[src/sv/qpp_pkg.sv]
package qpp_pkg;

    localparam logic [3:0] LEN_SHORT = 4'd7;
    localparam logic [3:0] LEN_LONG  = 4'd8;
    localparam logic [3:0] COUNT_MAX = 4'd15;
    localparam logic [7:0] PCT_FULL  = 8'd100;
    localparam logic [7:0] PCT_UNKNOWN = 8'hFF;

    localparam logic [3:0] POS_MAGIC  = 4'd0;
    localparam logic [3:0] POS_USED   = 4'd1;
    localparam logic [3:0] POS_TIME0  = 4'd2;
    localparam logic [3:0] POS_TIME1  = 4'd3;
    localparam logic [3:0] POS_TIME2  = 4'd4;
    localparam logic [3:0] POS_TIME3  = 4'd5;
    localparam logic [3:0] POS_SECOND = 4'd6;

    localparam logic REG_MAGIC_BYTE   = 1'b0;
    localparam logic REG_UNKNOWN_CODE = 1'b1;

    localparam logic [7:0] MAGIC_RESET   = 8'd0;
    localparam logic [7:0] UNKNOWN_RESET = 8'd255;

endpackage

[src/sv/quota_packet_parser.sv]
// a result is registered and is on the m_ port in the cycle after the transfer of the last byte
// throughput: one byte per cycle; while a result waits with m_ready low, s_ready is low
// for every byte, not just a last one, since s_ready = !m_valid || m_ready
// the judgment is done in the accept cycle and lands in the result register
// reset (aresetn low, synchronous) clears the packet state and the result valid,
// magic_byte goes to 0 and unknown_code to 255
module quota_packet_parser (
    input  logic               aclk,
    input  logic               aresetn,
    input  logic               cfg_wr_en,
    input  logic               cfg_index,
    input  logic [7:0]         cfg_data,
    input  logic               s_valid,
    output logic               s_ready,
    input  logic [7:0]         s_data_byte,
    input  logic               s_last_byte,
    output logic               m_valid,
    input  logic               m_ready,
    output logic               m_packet_ok,
    output logic signed [7:0]  m_pct_left,
    output logic signed [7:0]  m_second_pct_left,
    output logic [31:0]        m_reset_time
);

    logic [7:0]  magic_reg;
    logic [7:0]  unknown_reg;

    logic [3:0]  count_reg,  count_next;
    logic [7:0]  xor_reg,    xor_next;
    logic [7:0]  first_reg,  first_next;
    logic [7:0]  used_reg,   used_next;
    logic [31:0] time_reg,   time_next;
    logic [7:0]  second_reg, second_next;

    logic        m_valid_reg;
    logic        ok_reg,   ok_next;
    logic [7:0]  rem_reg,  rem_next;
    logic [7:0]  rem2_reg, rem2_next;
    logic [31:0] when_reg, when_next;

    logic        s_xfer;
    logic        m_xfer;
    logic        base_ok;

    assign s_ready = !m_valid_reg || m_ready;
    assign s_xfer  = s_valid && s_ready;
    assign m_xfer  = m_valid_reg && m_ready;

    // capture by position
    always_comb begin
        first_next  = first_reg;
        used_next   = used_reg;
        time_next   = time_reg;
        second_next = second_reg;
        xor_next    = xor_reg ^ s_data_byte;
        count_next  = (count_reg == qpp_pkg::COUNT_MAX) ? count_reg : count_reg + 4'd1;
        case (count_reg)
            qpp_pkg::POS_MAGIC:  first_next        = s_data_byte;
            qpp_pkg::POS_USED:   used_next         = s_data_byte;
            qpp_pkg::POS_TIME0:  time_next[7:0]    = s_data_byte;
            qpp_pkg::POS_TIME1:  time_next[15:8]   = s_data_byte;
            qpp_pkg::POS_TIME2:  time_next[23:16]  = s_data_byte;
            qpp_pkg::POS_TIME3:  time_next[31:24]  = s_data_byte;
            qpp_pkg::POS_SECOND: second_next       = s_data_byte;
            default: ;
        endcase
    end

    // judgment on the state as it stands after this byte
    always_comb begin
        base_ok = (count_next == qpp_pkg::LEN_SHORT || count_next == qpp_pkg::LEN_LONG)
                  && (xor_next == 8'd0) && (first_next == magic_reg);
        ok_next   = base_ok;
        rem_next  = 8'd0;
        rem2_next = qpp_pkg::PCT_UNKNOWN;
        when_next = 32'd0;
        if (base_ok && count_next == qpp_pkg::LEN_LONG && second_next != unknown_reg) begin
            if (second_next > qpp_pkg::PCT_FULL) begin
                ok_next = 1'b0;
            end else begin
                rem2_next = qpp_pkg::PCT_FULL - second_next;
            end
        end
        if (used_next == unknown_reg) begin
            rem_next = qpp_pkg::PCT_UNKNOWN;
        end else if (used_next > qpp_pkg::PCT_FULL) begin
            ok_next = 1'b0;
        end else begin
            rem_next  = qpp_pkg::PCT_FULL - used_next;
            when_next = time_next;
        end
        if (!ok_next) begin
            rem_next  = 8'd0;
            rem2_next = 8'd0;
            when_next = 32'd0;
        end
    end

    always_ff @(posedge aclk) begin
        if (!aresetn) begin
            magic_reg   <= qpp_pkg::MAGIC_RESET;
            unknown_reg <= qpp_pkg::UNKNOWN_RESET;
        end else if (cfg_wr_en) begin
            case (cfg_index)
                qpp_pkg::REG_MAGIC_BYTE:   magic_reg   <= cfg_data;
                qpp_pkg::REG_UNKNOWN_CODE: unknown_reg <= cfg_data;
                default: ;
            endcase
        end
    end

    always_ff @(posedge aclk) begin
        if (!aresetn) begin
            count_reg  <= 4'd0;
            xor_reg    <= 8'd0;
            first_reg  <= 8'd0;
            used_reg   <= 8'd0;
            time_reg   <= 32'd0;
            second_reg <= 8'd0;
        end else if (s_xfer) begin
            if (s_last_byte) begin
                // packet done, start clean
                count_reg  <= 4'd0;
                xor_reg    <= 8'd0;
                first_reg  <= 8'd0;
                used_reg   <= 8'd0;
                time_reg   <= 32'd0;
                second_reg <= 8'd0;
            end else begin
                count_reg  <= count_next;
                xor_reg    <= xor_next;
                first_reg  <= first_next;
                used_reg   <= used_next;
                time_reg   <= time_next;
                second_reg <= second_next;
            end
        end
    end

    always_ff @(posedge aclk) begin
        if (!aresetn) begin
            m_valid_reg <= 1'b0;
        end else if (s_xfer && s_last_byte) begin
            m_valid_reg <= 1'b1;
        end else if (m_xfer) begin
            m_valid_reg <= 1'b0;
        end
    end

    always_ff @(posedge aclk) begin
        if (s_xfer && s_last_byte) begin
            ok_reg   <= ok_next;
            rem_reg  <= rem_next;
            rem2_reg <= rem2_next;
            when_reg <= when_next;
        end
    end

    assign m_valid           = m_valid_reg;
    assign m_packet_ok       = ok_reg;
    assign m_pct_left        = signed'(rem_reg);
    assign m_second_pct_left = signed'(rem2_reg);
    assign m_reset_time      = when_reg;

endmodule

[config.mk]
export PLATFORM = sky130hd
export DESIGN_NAME = quota_packet_parser
export DESIGN_NICKNAME = d
export VERILOG_FILES = /design/src/sv/qpp_pkg.sv /design/src/sv/quota_packet_parser.sv
export SDC_FILE = /design/constraint.sdc
export NUM_CORES = 1
export LEC_CHECK = 0
export BUFFER_PORTS_ARGS = -buffer_cell sky130_fd_sc_hd__buf_2
export CORE_UTILIZATION = 45
export CTS_CLUSTER_SIZE = 30
export DETAILED_ROUTE_END_ITERATION = 10
export GPL_TIMING_DRIVEN = 0
export SLEW_MARGIN = 25
export SYNTH_ARGS = -nofsm -noshare
export SYNTH_HDL_FRONTEND = slang
export SYNTH_SLANG_ARGS = --single-unit
export TNS_END_PERCENT = 1
[constraint.sdc]
create_clock -name aclk -period 8.5 [get_ports aclk]
set_input_delay 0.85 -clock aclk [delete_from_list [all_inputs] [get_ports aclk]]
set_output_delay 0.85 -clock aclk [all_outputs]
set_load 0.02 [all_outputs]
Word level (Yosys, flattened, before mapping):

Index checks and enable logic that the tools add are counted.

* bits in registers: 134
* input port bits: 23
* output and inout bits: 51

* add/sub/neg operators: 3
* $lt $le $gt $ge: 2
* eq/ne operators: 12
* multiplexer cells: 24
* bitwise logic cells: 3
* reductions and logical operators: 16

Operators by type and width (count)
* $mux 8: 15
* $mux 32: 1
* $eq 4x3->1 const B: 4
* $eq 8x8->1: 2
* $gt 8x7->1 const B: 2
* $sub 7x8->8 const A: 2
* $eq 4x2->1 const B: 2
* $eq 4x4->1 const B: 2
* $logic_not 8->1: 1
* $mux 4: 2
* $ne 8x8->1: 1
* $xor 8x8->8: 1
* $logic_and 1x1->1: 7
* $mux 1: 6
* $add 4x1->4 const B: 1
* $eq 4x1->1 const B: 1
* $logic_not 4->1: 1
* $reduce_and 2->1: 2
* $reduce_or 3->1: 1
* $logic_or 1x1->1: 2
* $not 1->1: 2
* $reduce_bool 2->1: 1
* $logic_not 1->1: 1

Longest topological paths before layout:

Gate-level depths: netlist (run 1).

* depth after elaboration: 13
* depth in mapped cells: 14

Worst setup path before layout (run 1):

No wires, ideal clock.

* kind: register -> register
* start: register count_reg[0]
* end: register rem_reg[4], in the netlist m_pct_left[4] (data pin)
* library setup time: 255 ps
* arrival time: 3217 ps
* required time: 8245 ps
* path slack: 5028 ps
* stages on the path, launching flop included: 15
* path buffers: 3
* period minus slack after synthesis: 3472 ps
* path through: dfxtp_1 > inv_1 > ha_1 > nand3b_1 > buf_2 > buf_1 > a22oi_1 > ha_1 > nor2b_1 > mux2i_1 > a211oi_1 > nor2_1 > o311ai_2 > buf_2 > o21ba_2

* word-level cells in the longest chain between the ends: 11
* elaborated cells on any way between the ends: 28
* those cells by class: 2 x add/sub; 2 x order compare; 8 x eq/ne; 10 x mux; 6 x reduce/logical

RTL lines
* start: declaration: line quota_packet_parser.sv:28 `logic [3:0] count_reg, count_next;`
* start signal: assignment: line quota_packet_parser.sv:130 `count_reg <= count_next;`
* $add 4x1->4 or $eq 4x4->1 (tied branches): line quota_packet_parser.sv:56 `count_next = (count_reg == qpp_pkg::COUNT_MAX) ? count_reg : count_reg + 4'd1;`
* $mux 4: line quota_packet_parser.sv:56
* $eq 4x3->1 or $eq 4x4->1 (tied branches): line quota_packet_parser.sv:71, quota_packet_parser.sv:77
* $logic_or 1x1->1: line quota_packet_parser.sv:71 `base_ok = (count_next == qpp_pkg::LEN_SHORT || count_next == qpp_pkg::LEN_LONG)`
* $logic_and 1x1->1 (2 in a row): line quota_packet_parser.sv:72 `&& (xor_next == 8'd0) && (first_next == magic_reg);`
* $logic_and 1x1->1 (2 in a row): line quota_packet_parser.sv:77 `if (base_ok && count_next == qpp_pkg::LEN_LONG && second_next != unknown_reg) begin`
* $mux 1: line quota_packet_parser.sv:77
* $mux 1: line quota_packet_parser.sv:86 `end else if (used_next > qpp_pkg::PCT_FULL) begin`
* $mux 1: line quota_packet_parser.sv:84 `if (used_next == unknown_reg) begin`
* end signal: assignment: line quota_packet_parser.sv:153 `rem_reg <= rem_next;`
* end: declaration: line quota_packet_parser.sv:37 `logic [7:0] rem_reg, rem_next;`

Several ways; a longest one is shown, not always the timed one.
A chain may end at the register's enable or synchronous reset.

Worst setup path in the final report (run 1):

Same ends and word-level chain as after synthesis.

==> impl_metrics.tcl, run 1 <==
set metrics [dict create \
    placed_cells 972 \
    synthCells 716 \
    critical_path_arrival_ps 4580 \
    slowest_delay_ps 530 \
    dp_slack_ps 4120 \
    path_cells "inv_1 > ha_1 > nand3b_1 > buf_2 > buf_1 > a22oi_1 > ha_1 > nor2b_1 > mux2i_1 > a211oi_1 > nor2_1 > o311ai_2 > buf_2 > o21ba_2" \
    rsz0062_at_grt "false" \
    worst_pin_slew_ps 1020 \
    vias_per_cell 5.88 \
    final_cell_mix "85 x dfxtp_1, 82 x buf_2, 82 x nor2b_1, 53 x a22oi_1, 50 x mux2i_1" \
    cts.sinks 134 \
    core_area_um2 14800 \
    crit_end "m_pct_left[4]$_SDFFCE_PP0P_" \
    wl_um 21100 \
    drc 0 \
    fmax_mhz 227 \
    clock_latency_ps 430 \
    skew_ps 6.58 \
    async_flop_share 0 \
    drive_gt1_frac 0.156 \
    powerDensity_nw_per_um2 196 \
    hold_viol 0 \
    dieArea_um2 15900 \
    crit_slowest_cell "o311ai_2" \
    crit_start "count_reg[0]$_SDFFE_PN0P_" \
    setup_viol 0 \
    antennaDiodeCount 0 \
    layout_setup_ws_ps 4100 \
    cts_tree "yes" \
    hold_path_class "register to register" \
    cts_buffers 17 \
    syn-cell-area_um2 6920 \
    gp_congestion 0.975 \
    die_y_um 126 \
    power.total_uw 1600 \
    ff2ff_setup_slack_ps 4100 \
    synth_ff_type "dfxtp_1" \
    rows 44 \
    cp.required_ps 8680 \
    io_pins 74 \
    synth_edf_count 49 \
    crit-reg2reg-launch "count_reg[0]$_SDFFE_PN0P_" \
    synth-seq-area-share 0.459 \
    vdd_drop_max_v 0.000130 \
    dp_hpwl_um 15300 \
    cts_buffer_depth 2 \
    cp-start-kind "register" \
    maxCapViolCount 0 \
    die_x_um 126 \
    grt_max_degree 39 \
    grt_overflow 0 \
    timing.final.crit_share 0.517 \
    drv_slew 0 \
    fin_nets 836 \
    vias 5899 \
    final_common_cell "dfxtp_1" \
    grt.total_usage 0.275 \
    routedWlPerCell_um 21.0 \
    cts_root_buffer "clkbuf_16" \
    slew_headroom 0.313 \
    placed_area_um2 7530 \
    dr.pass1.iters 7 \
    grt_pass1_vias 5815 \
    htree_levels 4 \
    postRouteAntennaNets 0 \
    initial_core_util 0.469 \
    cts.repair.resized 0 \
    area_delta_synth_final_pct 17.5 \
    period_minus_slack_ps 4400 \
    portBuffers 71 \
    p_leak_uw 0.00307 \
    yosysWarnings 0 \
    synth.distinct_cells 58 \
    run_status "finished, final reports clean" \
    synth_area_per_cell_um2 9.67 \
    syn_nets 745 \
    first_iter_violations 485 \
    cp-end-kind "register" \
    r2r_end "m_pct_left[4]$_SDFFCE_PP0P_" \
    tns_ps 0 \
    reg2reg_depth 14 \
    hold_buffers 0 \
    post-cts-setup-buffer-count 0 \
    antenna_found_initial 0 \
    design_area_um2 8130 \
    synth-seq-cells 134 \
    cp_max_fo 10 \
    layout.cells.non_filler 1004 \
    worstSetupPathType "register to register" \
    grt_pass1_wl_um 32900 \
    clkTransAtPathRegs_ps 60 \
]
through the flow:
| stage | utilization | hold slack, ps |
|---|---|---|
| floorplan | - | 477 |
| global placement | 0.509 | 516 |
| detailed placement | 0.510 | 524 |
| CTS | 0.551 | 541 |
| global route | 0.551 | 564 |
| finish | 0.551 | 535 |
cells by family after synthesis:
logic type | count (synthesis) | synth area share
flops | 134 | 0.459
fa+ha+maj | 6 | 0.0108
buf+inv | 78 | 0.0459
xor+xnor | 30 | 0.0380
mux | 53 | 0.0772
simple gates | 249 | 0.201
compound gates | 166 | 0.169
worst min-delay path by stage:
| stage | startpoint | end | slack [ps] | cells past startpoint |
|---|---|---|---|---|
| after detailed placement | first_reg[5]$_SDFFE_PN0P_ | first_reg[5]$_SDFFE_PN0P_ | 520 | 2 |
| after CTS | first_reg[5]$_SDFFE_PN0P_ | first_reg[5]$_SDFFE_PN0P_ | 540 | 2 |
| after global placement | time_reg[1]$_SDFFE_PN0P_ | time_reg[1]$_SDFFE_PN0P_ | 520 | 2 |
| after floorplan | second_reg[1]$_SDFFE_PN0P_ | second_reg[1]$_SDFFE_PN0P_ | 480 | 2 |
| final | first_reg[5]$_SDFFE_PN0P_ | first_reg[5]$_SDFFE_PN0P_ | 540 | 2 |
| after global routing | time_reg[7]$_SDFFE_PN0P_ | time_reg[7]$_SDFFE_PN0P_ | 560 | 2 |
where the power goes:
group | total, µW | leakage [µW] | switching [µW] | internal, µW
logic | 149 | 0.00161 | 100 | 48.4
registers | 691 | 0.00117 | 11.0 | 680
clock network | 758 | 0.000289 | 294 | 464
total | 1600 | 0.00307 | 405 | 1190
synth_stat cells (4+ instances only):
cell type  instances  area, µm²
ha_1               6       75.1
or3_1              4       25.0
inv_1             18       67.6
dfxtp_1           85       1700
o21ai_0           29        145
mux2i_1           50        500
and2_1            18        113
buf_2             11       55.1
edfxtp_1          49       1470
nor2_1            36        135
nand2b_1           9       56.3
nor2b_1           82        513
a21oi_1           22        110
nand3_1            6       30.0
a22oi_1           53        398
xnor2_1           14        123
clkbuf_1          46        173
o21ai_1            6       30.0
nor4_1            35        219
a2111oi_0          5       43.8
nor3_1             5       25.0
o211ai_1          10       75.1
xor2_1            16        140
nand2_1           38        143
a221oi_1          11       96.3
worst max-delay path: cells and delay by family, from the launching register on:
family	cells	cell delay, ps
simple gates	3	580
flops	1	450
buf+inv	4	1200
fa+ha+maj	2	510
mux	1	130
compound gates	4	1290
layout make-up:
class,instances,area [µm²]
inverters,18,67.6
fillers,1379,6630
well taps,184,230
clock buffers,18,429
repair buffers,72,375
flip-flops and latches,134,3170
clock inverters,14,174
plain buffers,60,250
multi-input cells,504,3430
layer usage:
| metal | track usage | vias to the layer above | routed length (µm) |
|---|---|---|---|
| li1 | - | 2805 | - |
| met1 | 0.368 | 2872 | 9730 |
| met2 | 0.437 | 180 | 9680 |
| met3 | 0.0497 | 42 | 1120 |
| met4 | 0.120 | 0 | 575 |
| met5 | 0 | - | 0 |
Note: power is estimated with default switching activity, not from simulation.
==> run 2: changes to the inputs <==
- ABC_AREA: unset -> 1
- clock period: 8.5 -> 4.4 ns (I/O delays scaled with it)
==> impl_metrics.tcl, run 2 <==
set metrics [dict create \
    yosysTopAreaCellShare 0.245 \
    post-cts-setup-buffer-count 0 \
    grt_overflow 0 \
    drc 2 \
    critical_path_arrival_ps 3050 \
    cp-start-kind "register" \
    powerDensity_nw_per_um2 379 \
    rsz0062_at_grt "false" \
    layout.cells.non_filler 1257 \
    vdd_drop_max_v 0.000242 \
    run_status "finished with violations" \
    cts_buffers 17 \
    vias 6253 \
    cp.required_ps 4570 \
    multi_input_area_um2 2980 \
    drive_gt1_frac 0.131 \
    dp_hpwl_um 12600 \
    gp_congestion 0.911 \
    skew_ps 10.3 \
    drv_slew 0 \
    first_iter_violations 484 \
    slowest_delay_ps 470 \
    antennaDiodeCount 0 \
    final_common_cell "nand2_1" \
    nFillCells 1509 \
    async_flop_share 0 \
    rows 45 \
    fin_nets 1085 \
    initial_core_util 0.458 \
    dr.pass1.iters 9 \
    synthMostInstantiatedCell "nand2_1" \
    power.total_uw 3090 \
    htree_levels 4 \
    cp_max_fo 10 \
    synth.distinct_cells 34 \
    path_cells "inv_1 > ha_1 > nand3_2 > buf_6 > nand2_1 > nand2_1 > inv_1 > ha_1 > inv_1 > nand2_1 > nand2_1 > nand2_1 > nand2_1 > nand3_2 > nand4_4 > buf_6 > nor2_1" \
    core_area_um2 15100 \
    worstSetupPathType "register to register" \
    yosys-top-cells-area "dfxtp_1 25%, edfxtp_1 21%, nand2_1 17%" \
    area_delta_synth_final_pct 17.5 \
    antenna_found_initial 0 \
    hold_path_class "primary input to register" \
    crit_slowest_cell "dfxtp_1" \
    tns_ps 0 \
    grt.total_usage 0.237 \
    portBuffers 63 \
    routedWlPerCell_um 14.2 \
    synthTopCellsByCount "308 x nand2_1, 139 x inv_1, 86 x nor2_1" \
    postRouteAntennaNets 0 \
    fmax_mhz 347 \
    synth_ff_type "dfxtp_1" \
    hold_viol 0 \
    vias_per_cell 4.97 \
    clock_latency_ps 430 \
    clkTransAtPathRegs_ps 60 \
    wl_um 17900 \
    synth_area_leader_cell "dfxtp_1" \
    cts_root_buffer "clkbuf_16" \
    yosysWarnings 0 \
    grt_pass1_vias 5584 \
    die_y_um 126 \
    grt_pass1_wl_um 28900 \
    slew_headroom 0.394 \
    period_minus_slack_ps 2880 \
    synth_area_per_cell_um2 7.14 \
    timing.final.crit_share 0.654 \
    p_leak_uw 0.00376 \
    final_cell_mix "308 x nand2_1, 139 x inv_1, 85 x nor2_1, 85 x dfxtp_1, 82 x a21oi_1" \
    syn_nets 1001 \
    violations "design-rule violations" \
    dieArea_um2 15900 \
    syn-cell-area_um2 6940 \
    maxCapViolCount 0 \
    synth-seq-cells 134 \
    regArea_um2 3170 \
    die_x_um 126 \
    cts.sinks 134 \
    cts.repair.resized 0 \
    grt_max_degree 28 \
    synth-seq-area-share 0.457 \
    io_pins 74 \
    hold_buffers 0 \
    synth_edf_count 49 \
    crit_top_cell "nand2_1" \
    cts_buffer_depth 2 \
    cts_tree "yes" \
    placed_cells 1225 \
    cp-end-kind "register" \
    synthCells 972 \
    worst_pin_slew_ps 910 \
    setup_viol 0 \
]
[run 2: cell count changes after synthesis, moves of 50 or more]
cell,change
nand2_1,+270
inv_1,+121
nor2b_1,-82
a21oi_1,+60
a22oi_1,-52
mux2i_1,-50
nor2_1,+50
[run 2: layout make-up]
cell class | count | share of cell area
Buffer | 50 | 0.0308
Tap cell | 188 | 0.0289
Timing Repair Buffer | 65 | 0.0454
Sequential cell | 134 | 0.389
Clock buffer | 17 | 0.0522
Inverter | 144 | 0.0663
Multi-Input combinational cell | 644 | 0.366
Clock inverter | 15 | 0.0216
[run 2: per-stage QoR]
stage,worst slack [ps],cell area (µm²),util,hold slack (ps)
floorplan,833,6940,-,444
global placement,-429,7490,0.494,453
detailed placement,1520,7550,0.499,455
CTS,1510,8150,0.538,232
global route,1190,8150,0.538,259
finish,1520,8150,0.538,237
[run 2: path summary, 6_finish.rpt]
check	depth (start not counted)	slack, ps	start	end
max	17	1520	count_reg[0]$_SDFFE_PN0P_	m_reset_time[21]$_SDFFCE_PP0P_
min	3	240	cfg_data[1]	unknown_reg[1]$_SDFFE_PN1P_
max reg2reg	17	1520	count_reg[0]$_SDFFE_PN0P_	m_reset_time[21]$_SDFFCE_PP0P_
min reg2reg	2	460	time_reg[1]$_SDFFE_PN0P_	time_reg[1]$_SDFFE_PN0P_
[run 2: kinds of logic (layout without fill, tap and decap cells)]
kind of cell	after synthesis	in the layout	synth area share
adders and majority gates	6	6	0.0108
xor gates and xnor gates	11	11	0.0139
buffers and inverters	194	291	0.114
DFF	134	134	0.457
and+or+nand+nor	471	471	0.280
AOI/OAI and AO/OA	156	156	0.124
[run 2: power by group]
group	switching [µW]	leakage, µW	internal, µW
Combinational	203	0.00230	84.8
Clock	576	0.000290	892
Sequential	18.0	0.00117	1320
Total	798	0.00376	2290
[run 2: per-layer routing]
layer  wire, µm  global-route usage  vias up  share of wire
li1           -                   -     3229              -
met1       8540               0.326     2857           0.48
met2       8010               0.373      150           0.45
met3       1060              0.0429       17          0.059
met4        295              0.0879        0          0.016
met5          0                   0        -              0
[run 2: critical path, delay by kind of cell, from the launching register on]
kind | cells | cell delay (ps)
AND/OR/NAND/NOR | 10 | 1090
buffers and inverters | 5 | 580
flip-flops | 1 | 470
adder cells (fa/ha/maj) | 2 | 460
